`src/cbs_pkg.sv`:
```
`timescale 1ns / 1ps
// ----------------------------------------------------------------------------
// Colour background subtractor package
// Field widths, register map, configuration bundle and shared helpers.
// ----------------------------------------------------------------------------
package cbs_pkg;

   // Default geometry of the sample model.
   localparam int SAMPLES_DEF    = 16;
   localparam int IMG_WIDTH_DEF  = 640;
   localparam int IMG_HEIGHT_DEF = 480;

   // Request and response field widths.
   localparam int COLOR_W  = 8;
   localparam int PIXEL_W  = 3 * COLOR_W;
   localparam int POS_X_W  = 10;
   localparam int POS_Y_W  = 9;
   localparam int SLOT_W   = 4;
   localparam int DRAW_W   = 16;
   localparam int DIR_W    = 3;
   localparam int MATCH_W  = 5;

   // Internal widths. Coordinates hold any image size up to 4096.
   localparam int COORD_W    = 13;
   localparam int THR_W      = 8;
   localparam int RATE_W     = 8;
   localparam int DIV_W      = 8;
   localparam int LIM_W      = 10;
   localparam int LIM_SQ_W   = 20;
   localparam int DIST_SUM_W = 10;
   localparam int DIST_SQ_W  = 18;
   localparam int SQ_W       = 2 * COLOR_W;

   // Remainder unit: bits retired per cycle.
   localparam int REM_STEPS = 4;

   // Register port.
   localparam int PADDR_W = 5;
   localparam int PDATA_W = 32;

   typedef enum logic [2:0] {
      REG_DIST_THR    = 3'd0,
      REG_REQ_MATCHES = 3'd1,
      REG_UPDATE_RATE = 3'd2,
      REG_USE_L1      = 3'd3,
      REG_CHK_EN      = 3'd4,
      REG_CHK_THR     = 3'd5
   } reg_index_type;

   localparam logic [THR_W-1:0]   RST_DIST_THR    = 8'd20;
   localparam logic [MATCH_W-1:0] RST_REQ_MATCHES = 5'd2;
   localparam logic [RATE_W-1:0]  RST_UPDATE_RATE = 8'd16;
   localparam logic               RST_USE_L1      = 1'b0;
   localparam logic               RST_CHK_EN      = 1'b0;
   localparam logic [THR_W-1:0]   RST_CHK_THR     = 8'd20;

   typedef struct packed {
      logic [MATCH_W-1:0]  req_matches;
      logic [RATE_W-1:0]   rate;
      logic                use_l1;
      logic                chk_en;
      logic [THR_W-1:0]    chk_thr;
      logic [LIM_W-1:0]    lim_l1;
      logic [LIM_SQ_W-1:0] lim_sq;
   } cfg_type;

   // Neighbour offsets, one bit per direction, clockwise from the top left.
   localparam logic [7:0] NBR_X_DEC = 8'b1100_0001;
   localparam logic [7:0] NBR_X_INC = 8'b0001_1100;
   localparam logic [7:0] NBR_Y_DEC = 8'b0000_0111;
   localparam logic [7:0] NBR_Y_INC = 8'b0111_0000;

   function automatic logic [COLOR_W-1:0] abs_diff(input logic [COLOR_W-1:0] a,
                                                   input logic [COLOR_W-1:0] b);
      return (a > b) ? (a - b) : (b - a);
   endfunction

endpackage

```
`src/cbs_rem.sv`:
```
`timescale 1ns / 1ps
// ----------------------------------------------------------------------------
// Iterative remainder unit
// Restoring remainder of a draw by a small divisor, several bits per cycle.
// ----------------------------------------------------------------------------
module cbs_rem (
   input  logic                        clock,
   input  logic                        reset,
   input  logic                        start,
   input  logic [cbs_pkg::DRAW_W-1:0]  dividend,
   input  logic [cbs_pkg::DIV_W-1:0]   divisor,
   output logic                        done,
   output logic [cbs_pkg::DIV_W-1:0]   remainder
);

   localparam int CYCLES = cbs_pkg::DRAW_W / cbs_pkg::REM_STEPS;
   localparam int CNT_W  = (CYCLES > 1) ? $clog2(CYCLES) : 1;

   logic [cbs_pkg::DRAW_W-1:0] num_ff, num_in, step_num;
   logic [cbs_pkg::DIV_W-1:0]  div_ff, div_in;
   logic [cbs_pkg::DIV_W-1:0]  rem_ff, rem_in, step_rem;
   logic [CNT_W-1:0]           cnt_ff, cnt_in;
   logic                       busy_ff, busy_in;
   logic [cbs_pkg::DIV_W:0]    part;
   logic [cbs_pkg::DRAW_W-1:0] shift;

   // Each step brings down the next dividend bit and subtracts when it fits.
   always_comb begin
      part  = {1'b0, rem_ff};
      shift = num_ff;
      for (int i = 0; i < cbs_pkg::REM_STEPS; i++) begin
         part  = {part[cbs_pkg::DIV_W-1:0], shift[cbs_pkg::DRAW_W-1]};
         shift = {shift[cbs_pkg::DRAW_W-2:0], 1'b0};
         if (part >= {1'b0, div_ff}) begin
            part = part - {1'b0, div_ff};
         end
      end
      step_rem = part[cbs_pkg::DIV_W-1:0];
      step_num = shift;
   end

   always_comb begin
      num_in  = num_ff;
      div_in  = div_ff;
      rem_in  = rem_ff;
      cnt_in  = cnt_ff;
      busy_in = busy_ff;
      if (start) begin
         num_in  = dividend;
         div_in  = divisor;
         rem_in  = '0;
         cnt_in  = '0;
         busy_in = 1'b1;
      end else if (busy_ff) begin
         num_in  = step_num;
         rem_in  = step_rem;
         cnt_in  = cnt_ff + 1'b1;
         busy_in = (cnt_ff != CNT_W'(CYCLES - 1));
      end
   end

   always_ff @(posedge clock) begin
      if (reset) begin
         busy_ff <= 1'b0;
         cnt_ff  <= '0;
      end else begin
         busy_ff <= busy_in;
         cnt_ff  <= cnt_in;
      end
      num_ff <= num_in;
      div_ff <= div_in;
      rem_ff <= rem_in;
   end

   assign done      = !busy_ff;
   assign remainder = rem_ff;

endmodule

```
`config.mk`:
```
export PLATFORM = sky130hd
export DESIGN_NAME = cbs_rem
export DESIGN_NICKNAME = d
export VERILOG_FILES = /design/src/cbs_pkg.sv /design/src/cbs_rem.sv
export SDC_FILE = /design/constraint.sdc
export NUM_CORES = 1
export LEC_CHECK = 0
export ABC_AREA = 1
export ABC_CLOCK_PERIOD_IN_PS = 15100
export CAP_MARGIN = 0
export CORE_AREA = 2 2 134 71
export CTS_CLUSTER_DIAMETER = 30
export DETAILED_ROUTE_END_ITERATION = 6
export DIE_AREA = 0 0 136 73
export DONT_BUFFER_PORTS = 1
export PLACE_DENSITY_LB_ADDON = 0.15
export REMOVE_ABC_BUFFERS = 1
export SETUP_SLACK_MARGIN = 0.5
export SKIP_CTS_REPAIR_TIMING = 1
export SYNTH_ARGS = -nofsm -noshare
export SYNTH_HDL_FRONTEND = slang
export SYNTH_SLANG_ARGS = --single-unit
```
`constraint.sdc`:
```
create_clock -name clock -period 15.1 [get_ports clock]
set_input_delay 3.02 -clock clock [delete_from_list [all_inputs] [get_ports clock]]
set_output_delay 3.02 -clock clock [all_outputs]
set_load 0.01 [all_outputs]
```
==> impl_metrics.prom <==
# TYPE chip_impl_metric gauge
chip_impl_metric{name="share_of_the_core_filled_with_cells",unit=""} 0.415
chip_impl_info{name="min_path_type",value="reg -> reg"} 1
chip_impl_metric{name="dpl.cell_count",unit=""} 583
chip_impl_info{name="critPathSlowestCell",value="sky130_fd_sc_hd__o311ai_0"} 1
chip_impl_info{name="timing.setup.critical_path_class",value="reg -> reg"} 1
chip_impl_metric{name="pin_count_of_the_biggest_net_entering_global_routing",unit=""} 29
chip_impl_metric{name="clock_tree.htree_level_count",unit=""} 2
chip_impl_info{name="rsz_0062_raised_after_global_routing",value="false"} 1
chip_impl_metric{name="antenna-diode-count",unit=""} 0
chip_impl_metric{name="critical_path_required",unit="ps"} 15270
chip_impl_metric{name="final.setup.tns",unit="ps"} 0
chip_impl_metric{name="wl_per_cell",unit="um"} 15.0
chip_impl_metric{name="final_critical_path_share_of_the_clock_period",unit=""} 0.451
chip_impl_metric{name="dr.first_iter.drc_count",unit=""} 271
chip_impl_metric{name="worst-endpoint-arrival",unit="ps"} 6970
chip_impl_metric{name="worst_pin_slew",unit="ps"} 727
chip_impl_metric{name="clk_pin_slew",unit="ps"} 50
chip_impl_metric{name="vias_per_cell",unit=""} 5.01
chip_impl_metric{name="clock_path_buffers",unit=""} 2
chip_impl_info{name="ys_top_cells_by_count",value="163 x sky130_fd_sc_hd__nand2_1, 74 x sky130_fd_sc_hd__inv_1, 33 x sky130_fd_sc_hd__ha_1, 30 x sky130_fd_sc_hd__nand3_1, 24 x sky130_fd_sc_hd__edfxtp_1"} 1
chip_impl_metric{name="finalWirelength",unit="mm"} 8.85
chip_impl_metric{name="numCtsBuffers",unit=""} 5
chip_impl_metric{name="grtUsageTotal",unit=""} 0.192
chip_impl_info{name="netlist.top_cell.by_area",value="sky130_fd_sc_hd__edfxtp_1"} 1
chip_impl_metric{name="synth-seq-area-share",unit=""} 0.277
chip_impl_metric{name="final-seq-area",unit="um^2"} 941
chip_impl_metric{name="drv_slew",unit=""} 0
chip_impl_metric{name="finalClockSkew",unit="ps"} 1.89
chip_impl_info{name="crit_path_frequent_cell",value="sky130_fd_sc_hd__nand2_1"} 1
chip_impl_metric{name="worst_skew_late_latency",unit="ps"} 270
chip_impl_metric{name="ys_types",unit=""} 39
chip_impl_metric{name="design.final.nets",unit=""} 533
chip_impl_metric{name="rows",unit=""} 25
chip_impl_metric{name="setup_violations",unit=""} 0
chip_impl_metric{name="hpwl",unit="mm"} 7.35
chip_impl_metric{name="synth.avg_cell_area",unit="um^2"} 7.29
chip_impl_metric{name="grt_remaining_overflow",unit=""} 0
chip_impl_info{name="cts_root_buf",value="sky130_fd_sc_hd__clkbuf_16"} 1
chip_impl_metric{name="finish.cell_count_without_fillers",unit=""} 591
chip_impl_info{name="yosys.cell_count.top_type",value="sky130_fd_sc_hd__nand2_1"} 1
chip_impl_metric{name="drive_above_1_share",unit=""} 0.0894
chip_impl_metric{name="num_vias",unit=""} 2960
chip_impl_metric{name="number_of_synthesized_register_bits",unit=""} 35
chip_impl_metric{name="finalHoldViolations",unit=""} 0
chip_impl_metric{name="multiInputGateArea",unit="um^2"} 2140
chip_impl_metric{name="route.antenna.remaining_nets",unit=""} 0
chip_impl_metric{name="yosysTopAreaCellShare",unit=""} 0.212
chip_impl_metric{name="crit_path_max_incr_delay",unit="ps"} 480
chip_impl_metric{name="global_route_wire_length_before_repair",unit="mm"} 14.3
chip_impl_metric{name="port_buffers",unit=""} 0
chip_impl_metric{name="max_slew_headroom_at_the_worst_pin",unit=""} 0.513
chip_impl_metric{name="post_route_worst_hold_slack",unit="ps"} 467
chip_impl_info{name="ys_dominant_reg_cell",value="sky130_fd_sc_hd__edfxtp_1"} 1
chip_impl_metric{name="numClockSinks",unit=""} 35
chip_impl_metric{name="synthesis.area",unit="um^2"} 3400
chip_impl_info{name="start_kind",value="register"} 1
chip_impl_metric{name="async_flop_share",unit=""} 0
chip_impl_info{name="status",value="complete, no violations"} 1
chip_impl_metric{name="io_pins",unit=""} 36
chip_impl_metric{name="synth-edff-count",unit=""} 24
chip_impl_metric{name="start_util",unit=""} 0.380
chip_impl_metric{name="drtPass1Iterations",unit=""} 5
chip_impl_metric{name="synth_cells",unit=""} 466
chip_impl_info{name="synth_area_leaders",value="sky130_fd_sc_hd__edfxtp_1 21%, sky130_fd_sc_hd__nand2_1 18%, sky130_fd_sc_hd__ha_1 12%"} 1
chip_impl_metric{name="flow.area_growth_from_synthesis",unit="%"} 9.21
chip_impl_metric{name="die_height",unit="um"} 73
chip_impl_metric{name="synth_warnings",unit=""} 0
chip_impl_metric{name="critical_path.max_fanout",unit=""} 9
chip_impl_metric{name="route.detailed.drc",unit=""} 0
chip_impl_metric{name="replace_congestion",unit=""} 0.952
chip_impl_info{name="worst_setup_path_end_kind",value="register"} 1
chip_impl_info{name="tritoncts",value="yes"} 1
chip_impl_metric{name="die_area",unit="um^2"} 9930
chip_impl_metric{name="grt_pass1_vias",unit=""} 2674
chip_impl_metric{name="post-route-min-period",unit="ps"} 6810
chip_impl_metric{name="chipWidth",unit="um"} 136
chip_impl_metric{name="drv_cap",unit=""} 0
chip_impl_metric{name="core_area",unit="um^2"} 8950
chip_impl_metric{name="clock.fmax",unit="MHz"} 147
chip_impl_metric{name="antenna_found_initial",unit=""} 1
chip_impl_metric{name="layout.filler_cells",unit=""} 925
[path summary, 6_finish.rpt]
path / from / depth (start not counted) / to / slack [ps]
min: cnt_ff[1] / 2 / cnt_ff[1] / 470
max: div_ff[1] / 42 / remainder[4] / 8290
max reg2reg: div_ff[1] / 42 / remainder[4] / 8290
min reg2reg: cnt_ff[1] / 2 / cnt_ff[1] / 470
[worst max-delay path: cells and delay by family, from the launching register on]
kind	cells	cell delay (ps)
buf+inv	6	690
flops	1	470
fa+ha+maj	4	1410
compound gates	5	1150
simple gates	27	2950
[per-layer routing]
metal / up-vias / part of all wire / track usage
met5: - / 0.0018 / 0
met4: 2 / 0.0031 / 0.0174
met3: 9 / 0.073 / 0.0451
met1: 1341 / 0.55 / 0.310
li1: 1512 / - / -
met2: 96 / 0.37 / 0.260
[layout by cell type (no fill, tap or decap), types with 9 or more instances in the layout]
cell                       instances
sky130_fd_sc_hd__edfxtp_1         24
sky130_fd_sc_hd__ha_1             33
sky130_fd_sc_hd__nand2_2           9
sky130_fd_sc_hd__nand2_1         163
sky130_fd_sc_hd__inv_1            74
sky130_fd_sc_hd__nand4_1          13
sky130_fd_sc_hd__nand3_1          30
sky130_fd_sc_hd__nor2_1           16
sky130_fd_sc_hd__a21oi_1          20
sky130_fd_sc_hd__xor2_1           13
sky130_fd_sc_hd__dfxtp_1          11
[state kept, by name, indices dropped and copies added (netlist names)]
signal     count
num_ff        16
busy_ff        1
cnt_ff         2
remainder      8
div_ff         8
[stage by stage]
stage | instance area [um^2] | setup slack (ps)
after floorplan | 3370 | 9360
after global placement | 3520 | 8240
after detailed placement | 3520 | 8300
after CTS | 3710 | 8300
after global routing | 3710 | 7590
final | 3710 | 8290
[kinds of logic (layout without fill, tap and decap cells)]
logic type,Yosys count,after routing,synth area share
AOI/OAI and AO/OA,35,35,0.0656
xor gates and xnor gates,19,19,0.0490
adders and majority gates,37,37,0.145
buffers and inverters,81,85,0.0932
DFF,35,35,0.277
and+or+nand+nor,259,259,0.370
[area by class of cell]
type                            instances  area share
Inverter                               77      0.0779
Tap cell                              121      0.0408
Multi-Input combinational cell        350       0.577
Sequential cell                        35       0.254
Clock buffer                            6      0.0348
Clock inverter                          2      0.0162
Power is left out: the tool's default activity adds up to more than one toggle a clock period on the data nets, which glitch-free logic cannot reach.
