==> src/cbs_pkg.sv <==
`timescale 1ns / 1ps
// ----------------------------------------------------------------------------
// Colour background subtractor package
// Field widths, register map, configuration bundle and shared helpers.
// ----------------------------------------------------------------------------
package cbs_pkg;

   // Default geometry of the sample model.
   localparam int SAMPLES_DEF    = 16;
   localparam int IMG_WIDTH_DEF  = 640;
   localparam int IMG_HEIGHT_DEF = 480;

   // Request and response field widths.
   localparam int COLOR_W  = 8;
   localparam int PIXEL_W  = 3 * COLOR_W;
   localparam int POS_X_W  = 10;
   localparam int POS_Y_W  = 9;
   localparam int SLOT_W   = 4;
   localparam int DRAW_W   = 16;
   localparam int DIR_W    = 3;
   localparam int MATCH_W  = 5;

   // Internal widths. Coordinates hold any image size up to 4096.
   localparam int COORD_W    = 13;
   localparam int THR_W      = 8;
   localparam int RATE_W     = 8;
   localparam int DIV_W      = 8;
   localparam int LIM_W      = 10;
   localparam int LIM_SQ_W   = 20;
   localparam int DIST_SUM_W = 10;
   localparam int DIST_SQ_W  = 18;
   localparam int SQ_W       = 2 * COLOR_W;

   // Remainder unit: bits retired per cycle.
   localparam int REM_STEPS = 4;

   // Register port.
   localparam int PADDR_W = 5;
   localparam int PDATA_W = 32;

   typedef enum logic [2:0] {
      REG_DIST_THR    = 3'd0,
      REG_REQ_MATCHES = 3'd1,
      REG_UPDATE_RATE = 3'd2,
      REG_USE_L1      = 3'd3,
      REG_CHK_EN      = 3'd4,
      REG_CHK_THR     = 3'd5
   } reg_index_type;

   localparam logic [THR_W-1:0]   RST_DIST_THR    = 8'd20;
   localparam logic [MATCH_W-1:0] RST_REQ_MATCHES = 5'd2;
   localparam logic [RATE_W-1:0]  RST_UPDATE_RATE = 8'd16;
   localparam logic               RST_USE_L1      = 1'b0;
   localparam logic               RST_CHK_EN      = 1'b0;
   localparam logic [THR_W-1:0]   RST_CHK_THR     = 8'd20;

   typedef struct packed {
      logic [MATCH_W-1:0]  req_matches;
      logic [RATE_W-1:0]   rate;
      logic                use_l1;
      logic                chk_en;
      logic [THR_W-1:0]    chk_thr;
      logic [LIM_W-1:0]    lim_l1;
      logic [LIM_SQ_W-1:0] lim_sq;
   } cfg_type;

   // Neighbour offsets, one bit per direction, clockwise from the top left.
   localparam logic [7:0] NBR_X_DEC = 8'b1100_0001;
   localparam logic [7:0] NBR_X_INC = 8'b0001_1100;
   localparam logic [7:0] NBR_Y_DEC = 8'b0000_0111;
   localparam logic [7:0] NBR_Y_INC = 8'b0111_0000;

   function automatic logic [COLOR_W-1:0] abs_diff(input logic [COLOR_W-1:0] a,
                                                   input logic [COLOR_W-1:0] b);
      return (a > b) ? (a - b) : (b - a);
   endfunction

endpackage

==> src/cbs_csr.sv <==
`timescale 1ns / 1ps
// ----------------------------------------------------------------------------
// Configuration registers
// APB-style register file and the derived distance limits.
// ----------------------------------------------------------------------------
module cbs_csr (
   input  logic                         clock,
   input  logic                         reset,
   input  logic                         psel,
   input  logic                         penable,
   input  logic                         pwrite,
   input  logic [cbs_pkg::PADDR_W-1:0]  paddr,
   input  logic [cbs_pkg::PDATA_W-1:0]  pwdata,
   output logic [cbs_pkg::PDATA_W-1:0]  prdata,
   output logic                         pready,
   output cbs_pkg::cfg_type             cfg
);

   logic [cbs_pkg::THR_W-1:0]    dist_ff, dist_in;
   logic [cbs_pkg::MATCH_W-1:0]  req_ff, req_in;
   logic [cbs_pkg::RATE_W-1:0]   rate_ff, rate_in;
   logic                         l1_ff, l1_in;
   logic                         chk_en_ff, chk_en_in;
   logic [cbs_pkg::THR_W-1:0]    chk_thr_ff, chk_thr_in;
   logic [cbs_pkg::LIM_SQ_W-1:0] lim_sq_ff, lim_sq_in;
   logic [cbs_pkg::LIM_W-1:0]    lim_l1;
   logic                         wr;
   cbs_pkg::reg_index_type       idx;

   assign wr     = psel && penable && pwrite;
   assign idx    = cbs_pkg::reg_index_type'(paddr[4:2]);
   assign pready = 1'b1;

   always_comb begin
      dist_in    = dist_ff;
      req_in     = req_ff;
      rate_in    = rate_ff;
      l1_in      = l1_ff;
      chk_en_in  = chk_en_ff;
      chk_thr_in = chk_thr_ff;
      if (wr) begin
         case (idx)
            cbs_pkg::REG_DIST_THR:    dist_in    = pwdata[cbs_pkg::THR_W-1:0];
            cbs_pkg::REG_REQ_MATCHES: req_in     = pwdata[cbs_pkg::MATCH_W-1:0];
            cbs_pkg::REG_UPDATE_RATE: rate_in    = pwdata[cbs_pkg::RATE_W-1:0];
            cbs_pkg::REG_USE_L1:      l1_in      = pwdata[0];
            cbs_pkg::REG_CHK_EN:      chk_en_in  = pwdata[0];
            cbs_pkg::REG_CHK_THR:     chk_thr_in = pwdata[cbs_pkg::THR_W-1:0];
            default: ;
         endcase
      end
   end

   always_comb begin
      case (idx)
         cbs_pkg::REG_DIST_THR:    prdata = cbs_pkg::PDATA_W'(dist_ff);
         cbs_pkg::REG_REQ_MATCHES: prdata = cbs_pkg::PDATA_W'(req_ff);
         cbs_pkg::REG_UPDATE_RATE: prdata = cbs_pkg::PDATA_W'(rate_ff);
         cbs_pkg::REG_USE_L1:      prdata = cbs_pkg::PDATA_W'(l1_ff);
         cbs_pkg::REG_CHK_EN:      prdata = cbs_pkg::PDATA_W'(chk_en_ff);
         cbs_pkg::REG_CHK_THR:     prdata = cbs_pkg::PDATA_W'(chk_thr_ff);
         default:                  prdata = '0;
      endcase
   end

   // The compare limit is three times the threshold; its square serves the L2 test.
   assign lim_l1    = cbs_pkg::LIM_W'(dist_ff) + cbs_pkg::LIM_W'({dist_ff, 1'b0});
   assign lim_sq_in = cbs_pkg::LIM_SQ_W'(lim_l1) * cbs_pkg::LIM_SQ_W'(lim_l1);

   always_ff @(posedge clock) begin
      if (reset) begin
         dist_ff    <= cbs_pkg::RST_DIST_THR;
         req_ff     <= cbs_pkg::RST_REQ_MATCHES;
         rate_ff    <= cbs_pkg::RST_UPDATE_RATE;
         l1_ff      <= cbs_pkg::RST_USE_L1;
         chk_en_ff  <= cbs_pkg::RST_CHK_EN;
         chk_thr_ff <= cbs_pkg::RST_CHK_THR;
      end else begin
         dist_ff    <= dist_in;
         req_ff     <= req_in;
         rate_ff    <= rate_in;
         l1_ff      <= l1_in;
         chk_en_ff  <= chk_en_in;
         chk_thr_ff <= chk_thr_in;
      end
      lim_sq_ff <= lim_sq_in;
   end

   always_comb begin
      cfg.req_matches = req_ff;
      cfg.rate        = (rate_ff == '0) ? cbs_pkg::RATE_W'(1) : rate_ff;
      cfg.use_l1      = l1_ff;
      cfg.chk_en      = chk_en_ff;
      cfg.chk_thr     = chk_thr_ff;
      cfg.lim_l1      = lim_l1;
      cfg.lim_sq      = lim_sq_ff;
   end

endmodule

==> config.mk <==
export PLATFORM = sky130hd
export DESIGN_NAME = cbs_csr
export DESIGN_NICKNAME = d
export VERILOG_FILES = /design/src/cbs_pkg.sv /design/src/cbs_csr.sv
export SDC_FILE = /design/constraint.sdc
export NUM_CORES = 1
export LEC_CHECK = 0
export ABC_AREA = 1
export BUFFER_PORTS_ARGS = -buffer_cell sky130_fd_sc_hd__buf_2
export CAP_MARGIN = 10
export CORE_MARGIN = 4
export CORE_UTILIZATION = 44
export DETAILED_ROUTE_END_ITERATION = 8
export PLACE_DENSITY = 0.68
export SYNTH_ARGS = -nofsm -noshare
export SYNTH_HDL_FRONTEND = slang
export SYNTH_SLANG_ARGS = --single-unit
==> constraint.sdc <==
create_clock -name clock -period 9.3 [get_ports clock]
set_clock_uncertainty 0.15 [all_clocks]
set_input_delay 0.93 -clock clock [delete_from_list [all_inputs] [get_ports clock]]
set_output_delay 0.93 -clock clock [all_outputs]
set_load 0.01 [all_outputs]
==> impl_results.md <==
- Status: completed
- Max Buffers Root-to-Sink: 2
- Total grt overflow: 0
- Syn-to-layout area delta: 9.84%
- Worst Hold Path Cells: 2
- # clock sinks: 50
- Most common cell after layout, fill and taps aside: nand2_1
- M1 wire length: 5230 µm
- Largest net degree at the start of global routing: 32
- Synth cell types: 38
- Period utilisation layout: 68.8%
- Setup Fix Bufs, Post-CTS: 0
- Synth Area in Simple Gates: 22.4%
- First-pass iteration count of the detailed router: 5
- Yosys top cell by area: dfxtp_1
- Worst Hold Class: register to register
- Critical path arrival: 6.42 ns
- Yosys warns: 0
- PortBufs: 75
- Largest family of logic cells by synthesized area: adder cells
- Top delay family on crit path: adder cells
- Max Freq: 156 MHz
- Fin. Hold Viols: 0
- Fillers: 1183
- Post-Synth Adder-Cell Area: 31.6%
- Setup violations, final: 0
- Mapped cell area: 5200 µm²
- Multiplexer share of the synthesized area: 0%
- XOR/XNOR share of the synthesized area: 3.37%
- Gpl congestion: 0.871
- Cell row count: 39
- Peak supply drop: 0.0996 mV
- Total Power: 0.000807 W
- PwrDens: 141 nW/µm²
- Syn Area/Cell: 7.39 µm²
- Post_cts resized: 0
- # nets final: 911
- Skew-Pair Late Insertion Delay: 0.29 ns
- Uppermost layer routed: met4
- ANT nets after route: 0
- Max_cap viols: 0
- Clock root buffer: clkbuf_16
- Ant diodes: 0
- Count of pins over their slew limit: 0
- Critical Path Max Stage Delay: 0.56 ns
- Drt total wl: 12000 µm
- Compound-Gate Fraction of Synth Area: 8.44%
- Slew HR: 48.8%
- Lkg Pwr: 3.26 nW
- Yosys reg bits: 50
- First-pass GRT wire length: 19600 µm
- Layout cell share with drive strength beyond 1: 14.0%
- Crit path max fanout: 9
- DRT iter0 DRCs: 191
- Number of global-route vias before repair: 4347
- Worst setup path class: register to register
- Post-route design area: 5710 µm²
- Worst Setup End Kind: register
- Htree depth: 2
- Initial Utilization: 45.2%
- Initial antenna violation count: 0
- # IOs: 128
- Critical Path Start Type: register
- Vias per cell: 4.83
- Top-area cell type share of the netlist area: 19.2%
- Req. time, crit path: 9.32 ns
- DP HPWL: 9950 µm
- Measured slew at the worst slew-check pin: 0.767 ns
- Area contributors post-synth: dfxtp_1 19%, fa_1 18%, ha_1 13%
- Setup TNS: 0 ns
- GRT Total Usage: 18.0%
- Core Area: 11500 µm²
- Post-synthesis sequential area ratio: 19.2%
- Post-synthesis cell count: 704
- Routed via count: 4392
- CP Depth: 22
- Die W: 117 µm
- Clock transition at path regs: 0.06 ns
- Hold buffers post-CTS: 0
- Final Critical Period: 6.40 ns
- WL per Instance: 13.1 µm
- Die height: 117 µm
- CTS tree: yes
- Slowest-stage cell, CP: fa_1
- Critical path buffer and inverter count: 4
- Reg2reg path depth: 22
- # DRC: 0
- Met3 wire len: 499 µm
- Most frequent cells in the layout: 139 x nand2_1, 121 x inv_1, 82 x nor2_1
- Cts bufs inserted: 5
- Crit-path cells: ha_1 > fa_1 > xor2_1 > clkinv_1 > nor2_1 > fa_1 > fa_1 > inv_1 > fa_1 > fa_1 > inv_1 > ha_1 > ha_1 > nand2_1 > nor2_1 > nand2_1 > nor2_1 > nand2_1 > inv_1 > nor2_1 > nand2_1 > nand2_1
- Area of the die: 13600 µm²
- Placed cell areas: 5570 µm²
- Met2 wire length: 6110 µm
- RSZ-0062 raised after global routing: false
## Yosys cell counts, drive strengths merged
| library cell | number |
|---|---|
| or2 | 1 |
| xnor2 | 4 |
| nand2 | 141 |
| a21o | 4 |
| a22oi | 3 |
| nor2 | 91 |
| o2111ai | 2 |
| o31ai | 1 |
| clkbuf | 13 |
| nand3 | 38 |
| a21boi | 1 |
| a31oi | 1 |
| fa | 47 |
| o211ai | 4 |
| nand3b | 2 |
| inv | 130 |
| nor3 | 4 |
| a21oi | 28 |
| conb | 2 |
| nand4 | 3 |
| xor2 | 13 |
| o21ai | 30 |
| ha | 56 |
| o21bai | 3 |
| clkinv | 1 |
| buf | 31 |
| dfxtp | 50 |
## power breakdown
group	internal (W)	leakage [nW]	switching (W)
registers	0.000238	0.407	0.00000543
logic	0.000143	2.78	0.000240
clock network	0.000107	0.0739	0.0000746
total	0.000487	3.26	0.000320
## metrics by stage
step                      hold slack (ns)  instances  utilization, %  worst slack, ns
after global placement              0.310        902            48.3             2.95
after detailed placement            0.319        902            48.3             2.93
after global routing                0.358        910            49.6             2.56
after floorplan                     0.257        728               -             3.57
after CTS                           0.334        910            49.6             2.89
final                               0.327        910            49.6             2.90
## final cells by class
cell class	count	area [µm²]	share of cell area (%)
Clock inverter	1	5.00	0.0876
Tap cell	143	179	3.13
Inverter	131	492	8.61
Timing Repair Buffer	75	375	6.57
Multi-Input combinational cell	503	3520	61.6
Sequential cell	50	1000	17.5
Clock buffer	7	143	2.50
## final timing paths
check | start | slack (ns) | end
max | dist_ff[0] | 2.90 | lim_sq_ff[19]
min | chk_en_ff | 0.33 | chk_en_ff
max reg2reg | dist_ff[0] | 2.90 | lim_sq_ff[19]
min reg2reg | chk_en_ff | 0.33 | chk_en_ff
## state kept, by name, indices dropped and copies added, names as in the netlist
name,cells
dist_ff,8
lim_sq_ff,19
chk_en_ff,1
chk_thr_ff,8
rate_ff,8
req_ff,5
l1_ff,1
## per-layer routing
layer / track usage (%) / up-vias
met5: 0 / -
met1: 22.4 / 2055
met2: 32.5 / 77
met3: 2.95 / 15
met4: 4.05 / 0
li1: - / 2245
## kinds of logic (layout without fill, tap and decap cells)
logic type                 after synthesis  in the layout
and+or+nand+nor                        280            280
buffers and inverters                  175            214
adders and majority gates              103            103
AOI/OAI and AO/OA                       77             77
DFF                                     50             50
xor gates and xnor gates                17             17
other                                    2             26
## worst reg2reg max path, cell delays in order, from the launching register on
cell and delay, ns:
dfxtp_1 0.41, ha_1 0.28, fa_1 0.42, xor2_1 0.46
clkinv_1 0.49, nor2_1 0.39, fa_1 0.48, fa_1 0.56
inv_1 0.06, fa_1 0.51, fa_1 0.55, inv_1 0.04
ha_1 0.29, ha_1 0.38, nand2_1 0.11, nor2_1 0.20
nand2_1 0.10, nor2_1 0.09, nand2_1 0.07, inv_1 0.06
nor2_1 0.05, nand2_1 0.05, nand2_1 0.08
No activity file was read; power rests on OpenSTA's default activity.
